<file path="config.mk">
export PLATFORM = sky130hd
export DESIGN_NAME = joint_consensus_quorum_table
export DESIGN_NICKNAME = d
export VERILOG_FILES = /design/src/hdl/jcqt_pkg.sv /design/src/hdl/jcqt_cell.sv /design/src/hdl/jcqt_ctrl.sv /design/src/hdl/joint_consensus_quorum_table.sv
export SDC_FILE = /design/constraint.sdc
export NUM_CORES = 2
export LEC_CHECK = 0
export ABC_CLOCK_PERIOD_IN_PS = 21300
export BUFFER_PORTS_ARGS = -buffer_cell sky130_fd_sc_hd__buf_2
export CAP_MARGIN = 15
export CORE_MARGIN = 2
export CORE_UTILIZATION = 60
export CTS_CLUSTER_DIAMETER = 100
export DETAILED_ROUTE_END_ITERATION = 8
export PLACE_DENSITY = 0.84
export RECOVER_POWER = 50
export SYNTH_ARGS = -nofsm -noshare
export SYNTH_HDL_FRONTEND = slang
export SYNTH_SLANG_ARGS = --single-unit
export TNS_END_PERCENT = 50
</file>
<file path="constraint.sdc">
create_clock -name clock -period 21.3 [get_ports clock]
set_clock_uncertainty 0.1 [all_clocks]
set_input_delay 2.13 -clock clock [delete_from_list [all_inputs] [get_ports clock]]
set_output_delay 2.13 -clock clock [all_outputs]
set_load 0.02 [all_outputs]
</file>
<file path="src/hdl/jcqt_pkg.sv">
package jcqt_pkg;

   // default table depth
   localparam int MAX_MEMBERS_DEF = 16;

   // count width that covers tables of up to 127 entries
   localparam int CNT_W = 7;

   localparam int KIND_W = 3;
   localparam int ID_W   = 64;

   // item kinds
   localparam logic [KIND_W-1:0] KIND_LOAD     = 3'd0;
   localparam logic [KIND_W-1:0] KIND_ADD      = 3'd1;
   localparam logic [KIND_W-1:0] KIND_REMOVE   = 3'd2;
   localparam logic [KIND_W-1:0] KIND_FINALIZE = 3'd3;
   localparam logic [KIND_W-1:0] KIND_QUERY    = 3'd4;
   localparam logic [KIND_W-1:0] KIND_VOTE     = 3'd5;
   localparam logic [KIND_W-1:0] KIND_QUORUM   = 3'd6;

   // token that walks the row of cells, once to search and once to update
   typedef struct packed {
      logic              valid;
      logic              pass_upd;
      logic [KIND_W-1:0] kind;
      logic [ID_W-1:0]   id;
      logic              joint;
      logic              hit;
      logic              free_seen;
      logic              member;
      logic              go;
      logic [CNT_W-1:0]  sz_cur;
      logic [CNT_W-1:0]  vt_cur;
      logic [CNT_W-1:0]  sz_old;
      logic [CNT_W-1:0]  vt_old;
      logic [CNT_W-1:0]  sz_new;
      logic [CNT_W-1:0]  vt_new;
   } token_type;

endpackage

</file>
<file path="src/hdl/jcqt_cell.sv">
module jcqt_cell (
   input  logic                  clock,
   input  logic                  reset,
   input  jcqt_pkg::token_type   tok_in,
   output jcqt_pkg::token_type   tok_out
);

   logic [jcqt_pkg::ID_W-1:0] id_ff, id_in;
   logic used_ff, used_in;
   logic cur_ff, cur_in;
   logic old_ff, old_in;
   logic new_ff, new_in;
   logic voted_ff, voted_in;
   jcqt_pkg::token_type tok_ff, tok_nxt_in;

   logic match;
   logic claim;
   logic upd;

   always_comb begin
      match = used_ff && (id_ff == tok_in.id);
      // lowest free entry: used entries always form a prefix of the row
      claim = !used_ff && !tok_in.free_seen && !tok_in.hit;
      upd   = tok_in.valid && tok_in.pass_upd && tok_in.go;

      id_in    = id_ff;
      used_in  = used_ff;
      cur_in   = cur_ff;
      old_in   = old_ff;
      new_in   = new_ff;
      voted_in = voted_ff;

      // carry flags and tallies to the next cell
      tok_nxt_in           = tok_in;
      tok_nxt_in.hit       = tok_in.hit | match;
      tok_nxt_in.free_seen = tok_in.free_seen | !used_ff;
      if (!tok_in.pass_upd) begin
         tok_nxt_in.member = tok_in.member |
            (match & (tok_in.joint ? (old_ff | new_ff) : cur_ff));
         tok_nxt_in.sz_cur = tok_in.sz_cur + jcqt_pkg::CNT_W'(used_ff & cur_ff);
         tok_nxt_in.vt_cur = tok_in.vt_cur + jcqt_pkg::CNT_W'(used_ff & cur_ff & voted_ff);
         tok_nxt_in.sz_old = tok_in.sz_old + jcqt_pkg::CNT_W'(used_ff & old_ff);
         tok_nxt_in.vt_old = tok_in.vt_old + jcqt_pkg::CNT_W'(used_ff & old_ff & voted_ff);
         tok_nxt_in.sz_new = tok_in.sz_new + jcqt_pkg::CNT_W'(used_ff & new_ff);
         tok_nxt_in.vt_new = tok_in.vt_new + jcqt_pkg::CNT_W'(used_ff & new_ff & voted_ff);
      end

      // apply the item to this entry on the update walk
      if (upd) begin
         case (tok_in.kind)
            jcqt_pkg::KIND_LOAD: begin
               if (match) begin
                  cur_in = 1'b1;
               end else if (claim) begin
                  used_in = 1'b1;
                  id_in   = tok_in.id;
                  cur_in  = 1'b1;
               end
            end
            jcqt_pkg::KIND_ADD: begin
               old_in = cur_ff;
               new_in = cur_ff | match | claim;
               if (claim) begin
                  used_in = 1'b1;
                  id_in   = tok_in.id;
               end
            end
            jcqt_pkg::KIND_REMOVE: begin
               old_in = cur_ff;
               new_in = cur_ff & !match;
            end
            jcqt_pkg::KIND_FINALIZE: begin
               cur_in = new_ff;
               old_in = 1'b0;
               new_in = 1'b0;
            end
            jcqt_pkg::KIND_VOTE: begin
               if (match) begin
                  voted_in = 1'b1;
               end
            end
            jcqt_pkg::KIND_QUORUM: begin
               voted_in = 1'b0;
            end
            default: begin
            end
         endcase
      end
   end

   // entry state
   always_ff @(posedge clock) begin
      id_ff <= id_in;
      if (reset) begin
         used_ff  <= 1'b0;
         cur_ff   <= 1'b0;
         old_ff   <= 1'b0;
         new_ff   <= 1'b0;
         voted_ff <= 1'b0;
      end else begin
         used_ff  <= used_in;
         cur_ff   <= cur_in;
         old_ff   <= old_in;
         new_ff   <= new_in;
         voted_ff <= voted_in;
      end
   end

   // token stage toward the neighbor
   always_ff @(posedge clock) begin
      if (reset) begin
         tok_ff <= '0;
      end else begin
         tok_ff <= tok_nxt_in;
      end
   end

   assign tok_out = tok_ff;

endmodule

</file>
<file path="src/hdl/jcqt_ctrl.sv">
module jcqt_ctrl (
   input  logic                          clock,
   input  logic                          reset,
   input  logic                          req_valid,
   output logic                          req_ready,
   input  logic [jcqt_pkg::KIND_W-1:0]   req_kind,
   input  logic [jcqt_pkg::ID_W-1:0]     req_node_id,
   output logic                          rsp_valid,
   input  logic                          rsp_ready,
   output logic                          rsp_is_member,
   output logic                          rsp_has_quorum,
   output logic                          rsp_status,
   output jcqt_pkg::token_type           launch,
   input  jcqt_pkg::token_type           tail
);

   localparam logic [1:0] ST_IDLE = 2'd0;
   localparam logic [1:0] ST_BUSY = 2'd1;
   localparam logic [1:0] ST_HOLD = 2'd2;

   logic [1:0] state_ff, state_in;
   logic joint_ff, joint_in;
   jcqt_pkg::token_type launch_ff, launch_in;
   logic [jcqt_pkg::KIND_W-1:0] kind_ff, kind_in;
   logic [jcqt_pkg::ID_W-1:0] id_ff, id_in;
   logic pm_ff, pm_in, pq_ff, pq_in, ps_ff, ps_in;
   logic rsp_valid_ff, rsp_valid_in;
   logic rm_ff, rm_in, rq_ff, rq_in, rs_ff, rs_in;

   logic full;
   logic q_cur, q_old, q_new;
   logic deliver;

   assign req_ready = (state_ff == ST_IDLE);

   always_comb begin
      full  = !tail.hit && !tail.free_seen;
      q_cur = tail.vt_cur > (tail.sz_cur >> 1);
      q_old = tail.vt_old > (tail.sz_old >> 1);
      q_new = tail.vt_new > (tail.sz_new >> 1);

      state_in     = state_ff;
      joint_in     = joint_ff;
      kind_in      = kind_ff;
      id_in        = id_ff;
      pm_in        = pm_ff;
      pq_in        = pq_ff;
      ps_in        = ps_ff;
      rm_in        = rm_ff;
      rq_in        = rq_ff;
      rs_in        = rs_ff;
      launch_in    = '0;
      deliver      = 1'b0;
      rsp_valid_in = rsp_valid_ff & !rsp_ready;

      case (state_ff)
         ST_IDLE: begin
            // start the search walk
            if (req_valid) begin
               kind_in         = req_kind;
               id_in           = req_node_id;
               launch_in.valid = 1'b1;
               launch_in.kind  = req_kind;
               launch_in.id    = req_node_id;
               launch_in.joint = joint_ff;
               state_in        = ST_BUSY;
            end
         end
         ST_BUSY: begin
            if (tail.valid && !tail.pass_upd) begin
               // search done: settle the answer and start the update walk
               pm_in = (kind_ff == jcqt_pkg::KIND_QUERY) & tail.member;
               pq_in = (kind_ff == jcqt_pkg::KIND_QUORUM) &
                       (joint_ff ? (q_old & q_new) : q_cur);
               ps_in = (kind_ff inside {jcqt_pkg::KIND_LOAD, jcqt_pkg::KIND_ADD}) & full;
               launch_in.valid    = 1'b1;
               launch_in.pass_upd = 1'b1;
               launch_in.kind     = kind_ff;
               launch_in.id       = id_ff;
               launch_in.joint    = joint_ff;
               launch_in.hit      = tail.hit;
               case (kind_ff)
                  jcqt_pkg::KIND_ADD:      launch_in.go = !full;
                  jcqt_pkg::KIND_FINALIZE: launch_in.go = joint_ff;
                  default:                 launch_in.go = 1'b1;
               endcase
            end else if (tail.valid && tail.pass_upd) begin
               // update done: change mode, then hand over the result
               case (kind_ff)
                  jcqt_pkg::KIND_ADD:      joint_in = joint_ff | tail.go;
                  jcqt_pkg::KIND_REMOVE:   joint_in = 1'b1;
                  jcqt_pkg::KIND_FINALIZE: joint_in = 1'b0;
                  default:                 joint_in = joint_ff;
               endcase
               if (!rsp_valid_ff || rsp_ready) begin
                  deliver  = 1'b1;
                  state_in = ST_IDLE;
               end else begin
                  state_in = ST_HOLD;
               end
            end
         end
         ST_HOLD: begin
            if (rsp_ready) begin
               deliver  = 1'b1;
               state_in = ST_IDLE;
            end
         end
         default: begin
            state_in = ST_IDLE;
         end
      endcase

      // output register
      if (deliver) begin
         rsp_valid_in = 1'b1;
         rm_in        = pm_ff;
         rq_in        = pq_ff;
         rs_in        = ps_ff;
      end
      if (state_ff == ST_BUSY && tail.valid && !tail.pass_upd) begin
         rm_in = rm_ff;
      end
   end

   // sequencer, item and result registers
   always_ff @(posedge clock) begin
      if (reset) begin
         state_ff     <= ST_IDLE;
         joint_ff     <= 1'b0;
         launch_ff    <= '0;
         kind_ff      <= '0;
         id_ff        <= '0;
         pm_ff        <= 1'b0;
         pq_ff        <= 1'b0;
         ps_ff        <= 1'b0;
         rsp_valid_ff <= 1'b0;
         rm_ff        <= 1'b0;
         rq_ff        <= 1'b0;
         rs_ff        <= 1'b0;
      end else begin
         state_ff     <= state_in;
         joint_ff     <= joint_in;
         launch_ff    <= launch_in;
         kind_ff      <= kind_in;
         id_ff        <= id_in;
         pm_ff        <= pm_in;
         pq_ff        <= pq_in;
         ps_ff        <= ps_in;
         rsp_valid_ff <= rsp_valid_in;
         rm_ff        <= rm_in;
         rq_ff        <= rq_in;
         rs_ff        <= rs_in;
      end
   end

   assign launch         = launch_ff;
   assign rsp_valid      = rsp_valid_ff;
   assign rsp_is_member  = rm_ff;
   assign rsp_has_quorum = rq_ff;
   assign rsp_status     = rs_ff;

endmodule

</file>
<file path="src/hdl/joint_consensus_quorum_table.sv">
// Joint-consensus membership table with quorum check.
//
// Input channel req_* (valid/ready): one beat is one item, req_kind selects
// load member, joint add, joint remove, finalize, query, vote or quorum
// check, req_node_id names the node. Result channel rsp_* (valid/ready):
// exactly one beat per item, in order, carrying is_member, has_quorum and
// status (table full, insert refused).
//
// The table is a row of MAX_MEMBERS cells, one entry each. An item walks the
// row twice as a token moving one cell per cycle: a search walk that finds
// the id, the lowest free entry and the set tallies, then an update walk
// that applies the change. A new item is accepted only after the update walk
// of the previous item is done.
//
// A finished result waits in the output register while the next item is
// accepted and searched; if the receiver still stalls when that item is done,
// the block holds it until the output register frees. Synchronous reset
// empties the table, clears all marks and the joint flag, and drops any beat
// in flight; the block is ready in the first cycle after reset.
module joint_consensus_quorum_table #(
   parameter int MAX_MEMBERS = jcqt_pkg::MAX_MEMBERS_DEF
) (
   input  logic                          clock,
   input  logic                          reset,
   input  logic                          req_valid,
   output logic                          req_ready,
   input  logic [jcqt_pkg::KIND_W-1:0]   req_kind,
   input  logic [jcqt_pkg::ID_W-1:0]     req_node_id,
   output logic                          rsp_valid,
   input  logic                          rsp_ready,
   output logic                          rsp_is_member,
   output logic                          rsp_has_quorum,
   output logic                          rsp_status
);

   jcqt_pkg::token_type tok [MAX_MEMBERS+1];

   // sequencer and result register
   jcqt_ctrl u_ctrl (
      .clock          (clock),
      .reset          (reset),
      .req_valid      (req_valid),
      .req_ready      (req_ready),
      .req_kind       (req_kind),
      .req_node_id    (req_node_id),
      .rsp_valid      (rsp_valid),
      .rsp_ready      (rsp_ready),
      .rsp_is_member  (rsp_is_member),
      .rsp_has_quorum (rsp_has_quorum),
      .rsp_status     (rsp_status),
      .launch         (tok[0]),
      .tail           (tok[MAX_MEMBERS])
   );

   // row of table entries
   for (genvar g = 0; g < MAX_MEMBERS; g++) begin : g_cell
      jcqt_cell u_cell (
         .clock   (clock),
         .reset   (reset),
         .tok_in  (tok[g]),
         .tok_out (tok[g+1])
      );
   end

endmodule
</file>
[Word-level counts from Yosys, hierarchy flattened]
Cells that the tools add are included.
Storage, ports and cells
  flip-flop bits (word level): 3041
  input port bits: 71
  output and inout port bits: 5
  logic and storage cells: 1473
Operators by class
  add/subtract/negate cells: 96
  $lt $le $gt $ge: 3
  equal/unequal tests: 155
  multiplexer cells: 276
  bitwise operators: 233
  reductions and logical operators: 359
Operators by type and width (count)
  64-bit 2-to-1 mux: 32
  64-bit case mux with 2 select lines: 16
  64-bit equality test: 16
  42-bit 2-to-1 mux: 16
  7-bit adder: 90
  7-bit by 1-bit bitwise AND with 7-bit output: 48
  3-bit AND reduction: 48
  68-bit case mux with 2 select lines: 1
  1-bit case mux with 2 select lines: 67
  2-bit nonzero test: 65
  1-bit 2-to-1 mux: 119
  3-bit by 2-bit equality test with 1-bit output (second input constant): 34
  3-bit equality test (second input constant): 34
  1-bit OR: 95
  1-bit bitwise AND: 85
  1-bit logical AND: 85
  71-bit 2-to-1 mux: 1
  2-bit AND reduction: 35
  1-bit zero test: 69
  68-bit 2-to-1 mux: 1
  3-bit by 1-bit equality test with 1-bit output (second input constant): 17
  3-bit zero test: 17
  1-bit case mux with 3 select lines: 17
  3-bit nonzero test: 17
  other kinds (17): 97

[Logic depth before layout (Yosys ltp)]
  depth in word-level cells: 7
  gate-level depth with buffers: 9
  depth with buffers taken out: 9

[By module]
From an unflattened synthesis, not the netlist that was laid out.
Second synthesis, totals
  cell total of the unflattened synthesis: 9718
  area total of the unflattened synthesis: 115674.7 um2
By module, submodules not included
  jcqt_cell at g_cell[0].u_cell ...: instances 12, cells each 561, area an instance 6851.6 um2, sequential area each 4344.2 um2
  jcqt_cell at g_cell[7].u_cell ...: instances 2, cells each 579, area an instance 6934.2 um2, sequential area each 4344.2 um2
  jcqt_cell at g_cell[8].u_cell: instances 1, cells each 577, area an instance 6927.9 um2, sequential area each 4344.2 um2
  jcqt_cell at g_cell[1].u_cell: instances 1, cells each 557, area an instance 6881.6 um2, sequential area each 4344.2 um2
  jcqt_ctrl: instances 1, cells each 694, area an instance 5778.0 um2, sequential area each 2982.9 um2

[Least setup slack after synthesis]
Ideal clock, no wire load.
  kind: register -> register
  start point: reg g_cell[6].u_cell.tok_ff, in the netlist g_cell[6].u_cell.tok_out[114]
  end point: reg g_cell[7].u_cell.id_ff[0] (netlist bit) (enable)
  setup time: 0.670 ns
  arrival time: 7.704 ns
  required time: 20.530 ns
  setup slack: 12.826 ns
  cell stages (with the launch flop): 5
  buffers on the path: 2
  period minus slack after synthesis: 8.474 ns
  path through: dfxtp_1 -> clkbuf_1 -> clkbuf_1 -> nand3_1 -> nor4b_1
Between the ends
  word-level cells in the longest chain between the ends: 3
RTL lines
  start: declaration: RTL line jcqt_cell.sv:14  | jcqt_pkg::token_type tok_ff, tok_nxt_in;
  start signal: assignment: RTL line jcqt_cell.sv:114  | tok_ff <= tok_nxt_in;
  1-bit logical AND (2 in a row): RTL line jcqt_cell.sv:24  | upd = tok_in.valid && tok_in.pass_upd && tok_in.go;
  3-bit AND reduction (no line)
  end signal: assignment: RTL line jcqt_cell.sv:93  | id_ff <= id_in;
  end: declaration: RTL line jcqt_cell.sv:8  | logic [jcqt_pkg::ID_W-1:0] id_ff, id_in;
Every way passes these cells.
A chain may end at the register's enable or synchronous reset.

==> flow_summary_export.csv <==
group,metric,value,unit
status,status,"finished, violations left",
status,violations,"capacitance limit, slew limit",
floorplan,pin_count,76,
clock_tree,cts.sinks,2912,
timing,rsz0062_at_grt,"no",
placed_design,dpl.hpwl,158500,microns
logic_synthesis,seq_area_frac_synth,64.22,%
drt,viasPerCell,5.488,
logic_synthesis,synth_seq_cells,2912,
placed_design,gp_congestion,0.9921,
floorplan,start_util,60.48,%
floorplan,die_x,425.8,microns
logic_synthesis,postSynthCellCount,8868,
logic_synthesis,synth-main-ff-cell,"dfxtp_1",
critical_path,max_stage_delay,4.50,ns
power,switching_share,19.75,%
global_routing,track_usage,24.64,%
floorplan,coreArea,176500,sq um
global_routing,grt_overflow_total,0,
critical_path,critPathLaunchType,"input pin",
power,power_density,91.61,nW/um^2
critical_path,critical_path_required,21.92,ns
drt,vias,63420,
clock_tree,path_clk_slew,0.06,ns
global_routing,antenna_found_initial,7,
timing,hold_viol,0,
critical_path,criticalPathCategory,"in2reg",
logic_synthesis,yosysMostFrequentCell,"dfxtp_1",
final_layout,nFillCells,11880,
logic_synthesis,synth_commonest_cells,"dfxtp_1, nor2b_1, edfxtp_1",
logic_synthesis,ys_warn_count,0,
placed_design,placed_cells,11040,
floorplan,die_height,425.8,microns
final_layout,stdcell_area,118700,sq um
timing,fmax,0.1043,GHz
critical_path,crit_fanout,145,
drt,drc,0,
final_layout,areaGrowthSynthToFinish,11.18,%
timing,slew_violations,1159,
clock_tree,cts_max_path_buffers,4,
job,drv_cap,19,
critical_path,endpoint_kind,"flop",
final_layout,fin_cells,11560,
timing,worstMarginPinSlew,6.548,ns
logic_synthesis,synth_fp_nets,9131,
drt,firstDrtPassIters,6,
placed_design,port_buffers,75,
logic_synthesis,ys_top_cells_by_area,"dfxtp_1, edfxtp_1, nor2b_1",
drt,wire_per_inst,19.64,microns
logic_synthesis,synth_edf_count,1024,
final_layout,layout.nets,9262,
drt,drtIter0Drc,4837,
logic_synthesis,synth_top_cell_area_share,35.41,%
hold_path,hold_path.class,"reg2reg",
timing,setup_violations,0,
clock_tree,hold_buffers,0,
timing,tns,0,ns
clock_tree,cts_tree,"yes",
final_layout,post_route_cells_drive_above_1_share,5.914,%
global_routing,grt_pass1_wl,351800,microns
drt,ant_nets,0,
global_routing,first_global_vias,64480,
power,power_frac_comb,1.2,%
logic_synthesis,syn_area,106700,sq um
global_routing,grt_max_degree,230,
logic_synthesis,yosysUniqueCellTypes,72,
timing,fin_crit_sh,45.00,%
logic_synthesis,synth_area_leader_cell,"dfxtp_1",
floorplan,die-area,181300,sq um
drt,drt-total-wl,226900,microns
placed_design,placed_area,109500,sq um
logic_synthesis,synth-async-reset-ratio,0,%
timing,min_period,9.586,ns
power,switchingPower,0.002147,W
critical_path,cp.arrival,10.21,ns
power,p_leak,43.07,nW
clock_tree,root_buffer,"clkbuf_16",
power,ir_drop,0.1037,mV
clock_tree,cts_resized,0,
timing,slew_headroom,-336.5,%
clock_tree,cts_setup_buffers,0,
floorplan,num_rows,154,
critical_path,path_cells,"clkbuf_1, inv_1, o21ai_4, buf_4, a21oi_1",
logic_synthesis,synth.avg_cell_area,12.04,sq um
clock_tree,htree_levels,5,
critical_path,cp_slowest_cell,"clkbuf_1",
clock_tree,clock_latency,0.92,ns
power,p_seq_share,53.1,%
power,pwr-share-clk,45.8,%
clock_tree,cts_made_buffers,294,
power,p_int,0.008725,W
## layout make-up
| cell class | count | area, sq um | area share [%] |
|---|---|---|---|
| timing repair buffer | 128 | 716.9 | 0.6041 |
| antenna | 1 | 2.502 | 0.002109 |
| tap | 2340 | 2928 | 2.467 |
| clock inverter | 80 | 824.5 | 0.6948 |
| inverter | 202 | 758.2 | 0.6389 |
| multi-input combinational | 5461 | 36380 | 30.66 |
| clock buffer | 432 | 8517 | 7.177 |
| sequential | 2912 | 68550 | 57.76 |
## final timing paths
kind	endpoint	slack, ns	startpoint	depth (start not counted)
worst max-delay path	u_ctrl.launch[51]	11.71	reset	5
worst min-delay path	g_cell[4].u_cell.id_ff[47]	0.31	g_cell[3].u_cell.tok_out[94]	0
worst max register to register	g_cell[13].u_cell.id_ff[28]	16.04	g_cell[12].u_cell.tok_out[114]	4
worst min register to register	g_cell[4].u_cell.id_ff[47]	0.31	g_cell[3].u_cell.tok_out[94]	0
## placed cells by master, fill, tap and decap left out, types with 119 or more instances in the layout
| master | netlist | final |
|---|---|---|
| dfxtp_1 | 1888 | 1888 |
| nor2b_1 | 1165 | 1165 |
| edfxtp_1 | 1024 | 1024 |
| xnor2_1 | 754 | 754 |
| nor2_1 | 749 | 747 |
| xor2_1 | 409 | 409 |
| nand2_1 | 316 | 315 |
| clkbuf_16 | 0 | 303 |
| nand4_1 | 252 | 252 |
| a21oi_1 | 232 | 232 |
| nand3_1 | 203 | 203 |
| inv_1 | 202 | 202 |
| ha_1 | 192 | 192 |
| mux2i_1 | 174 | 174 |
| nor4_1 | 143 | 142 |
| nand2b_1 | 135 | 135 |
| and3_1 | 121 | 119 |
## sequential cells by signal, indices dropped and copies added (netlist names)
name and count:
u_ctrl.id_ff 64, u_ctrl.joint_ff 1, g_cell.u_cell.used_ff 16, u_ctrl.rsp_is_member 1, u_ctrl.pm_ff 1, u_ctrl.pq_ff 1, u_ctrl.kind_ff 3, g_cell.u_cell.voted_ff 16
g_cell.u_cell.new_ff 16, u_ctrl.state_ff 2, g_cell.u_cell.cur_ff 16, u_ctrl.ps_ff 1, u_ctrl.rsp_valid 1, u_ctrl.rsp_status 1, u_ctrl.launch 72, g_cell.u_cell.tok_out 1659
g_cell.u_cell.id_ff 1024, g_cell.u_cell.old_ff 16, u_ctrl.rsp_has_quorum 1
## power groups by stage
stage	clock (W)	combinational, W	sequential (W)
after floorplan	0	0.0000951	0.00588
after global placement	0	0.000122	0.00589
after detailed placement	0	0.000126	0.00589
after CTS	0.00503	0.000128	0.00577
after global routing	0.00525	0.000141	0.00577
final	0.00498	0.000129	0.00577
## per-stage QoR
| stage | utilization [%] | power [W] | hold slack, ns | setup slack, ns |
|---|---|---|---|---|
| after floorplan | - | 0.005971 | 0.3078 | 12.83 |
| after global placement | 62.03 | 0.006009 | 0.3141 | 15.86 |
| after detailed placement | 62.03 | 0.006015 | 0.3144 | 15.75 |
| after CTS | 67.32 | 0.01093 | 0.3005 | 16.65 |
| after global routing | 67.24 | 0.01116 | 0.3066 | 11.05 |
| final | 67.24 | 0.01087 | 0.3062 | 11.71 |
## critical path, delay by kind of cell
kind	cells	cell delay, ns
buffers and inverters	3	7.38
AO/OA/AOI/OAI	2	0.60
## cells by family (layout without fill, tap and decap cells)
group | Yosys count | in the layout | synth area share [%]
buf+inv | 495 | 842 | 1.743
fa+ha+maj | 192 | 192 | 2.251
other cells | 0 | 1 | 0
flops | 2912 | 2912 | 64.22
mux | 174 | 174 | 1.632
xor+xnor | 1163 | 1163 | 9.543
simple gates | 3364 | 3364 | 17.22
compound gates | 568 | 568 | 3.395
## routing by layer
metal | global-route usage [%] | vias to the layer above | part of all wire [%]
met5 | 0 | - | 0.0079
met4 | 13.95 | 2 | 5.8
met3 | 3.298 | 674 | 3.9
met2 | 45.57 | 1819 | 52
met1 | 27.04 | 30330 | 38
li1 | - | 30590 | -
(Power assumes the default switching activity.)
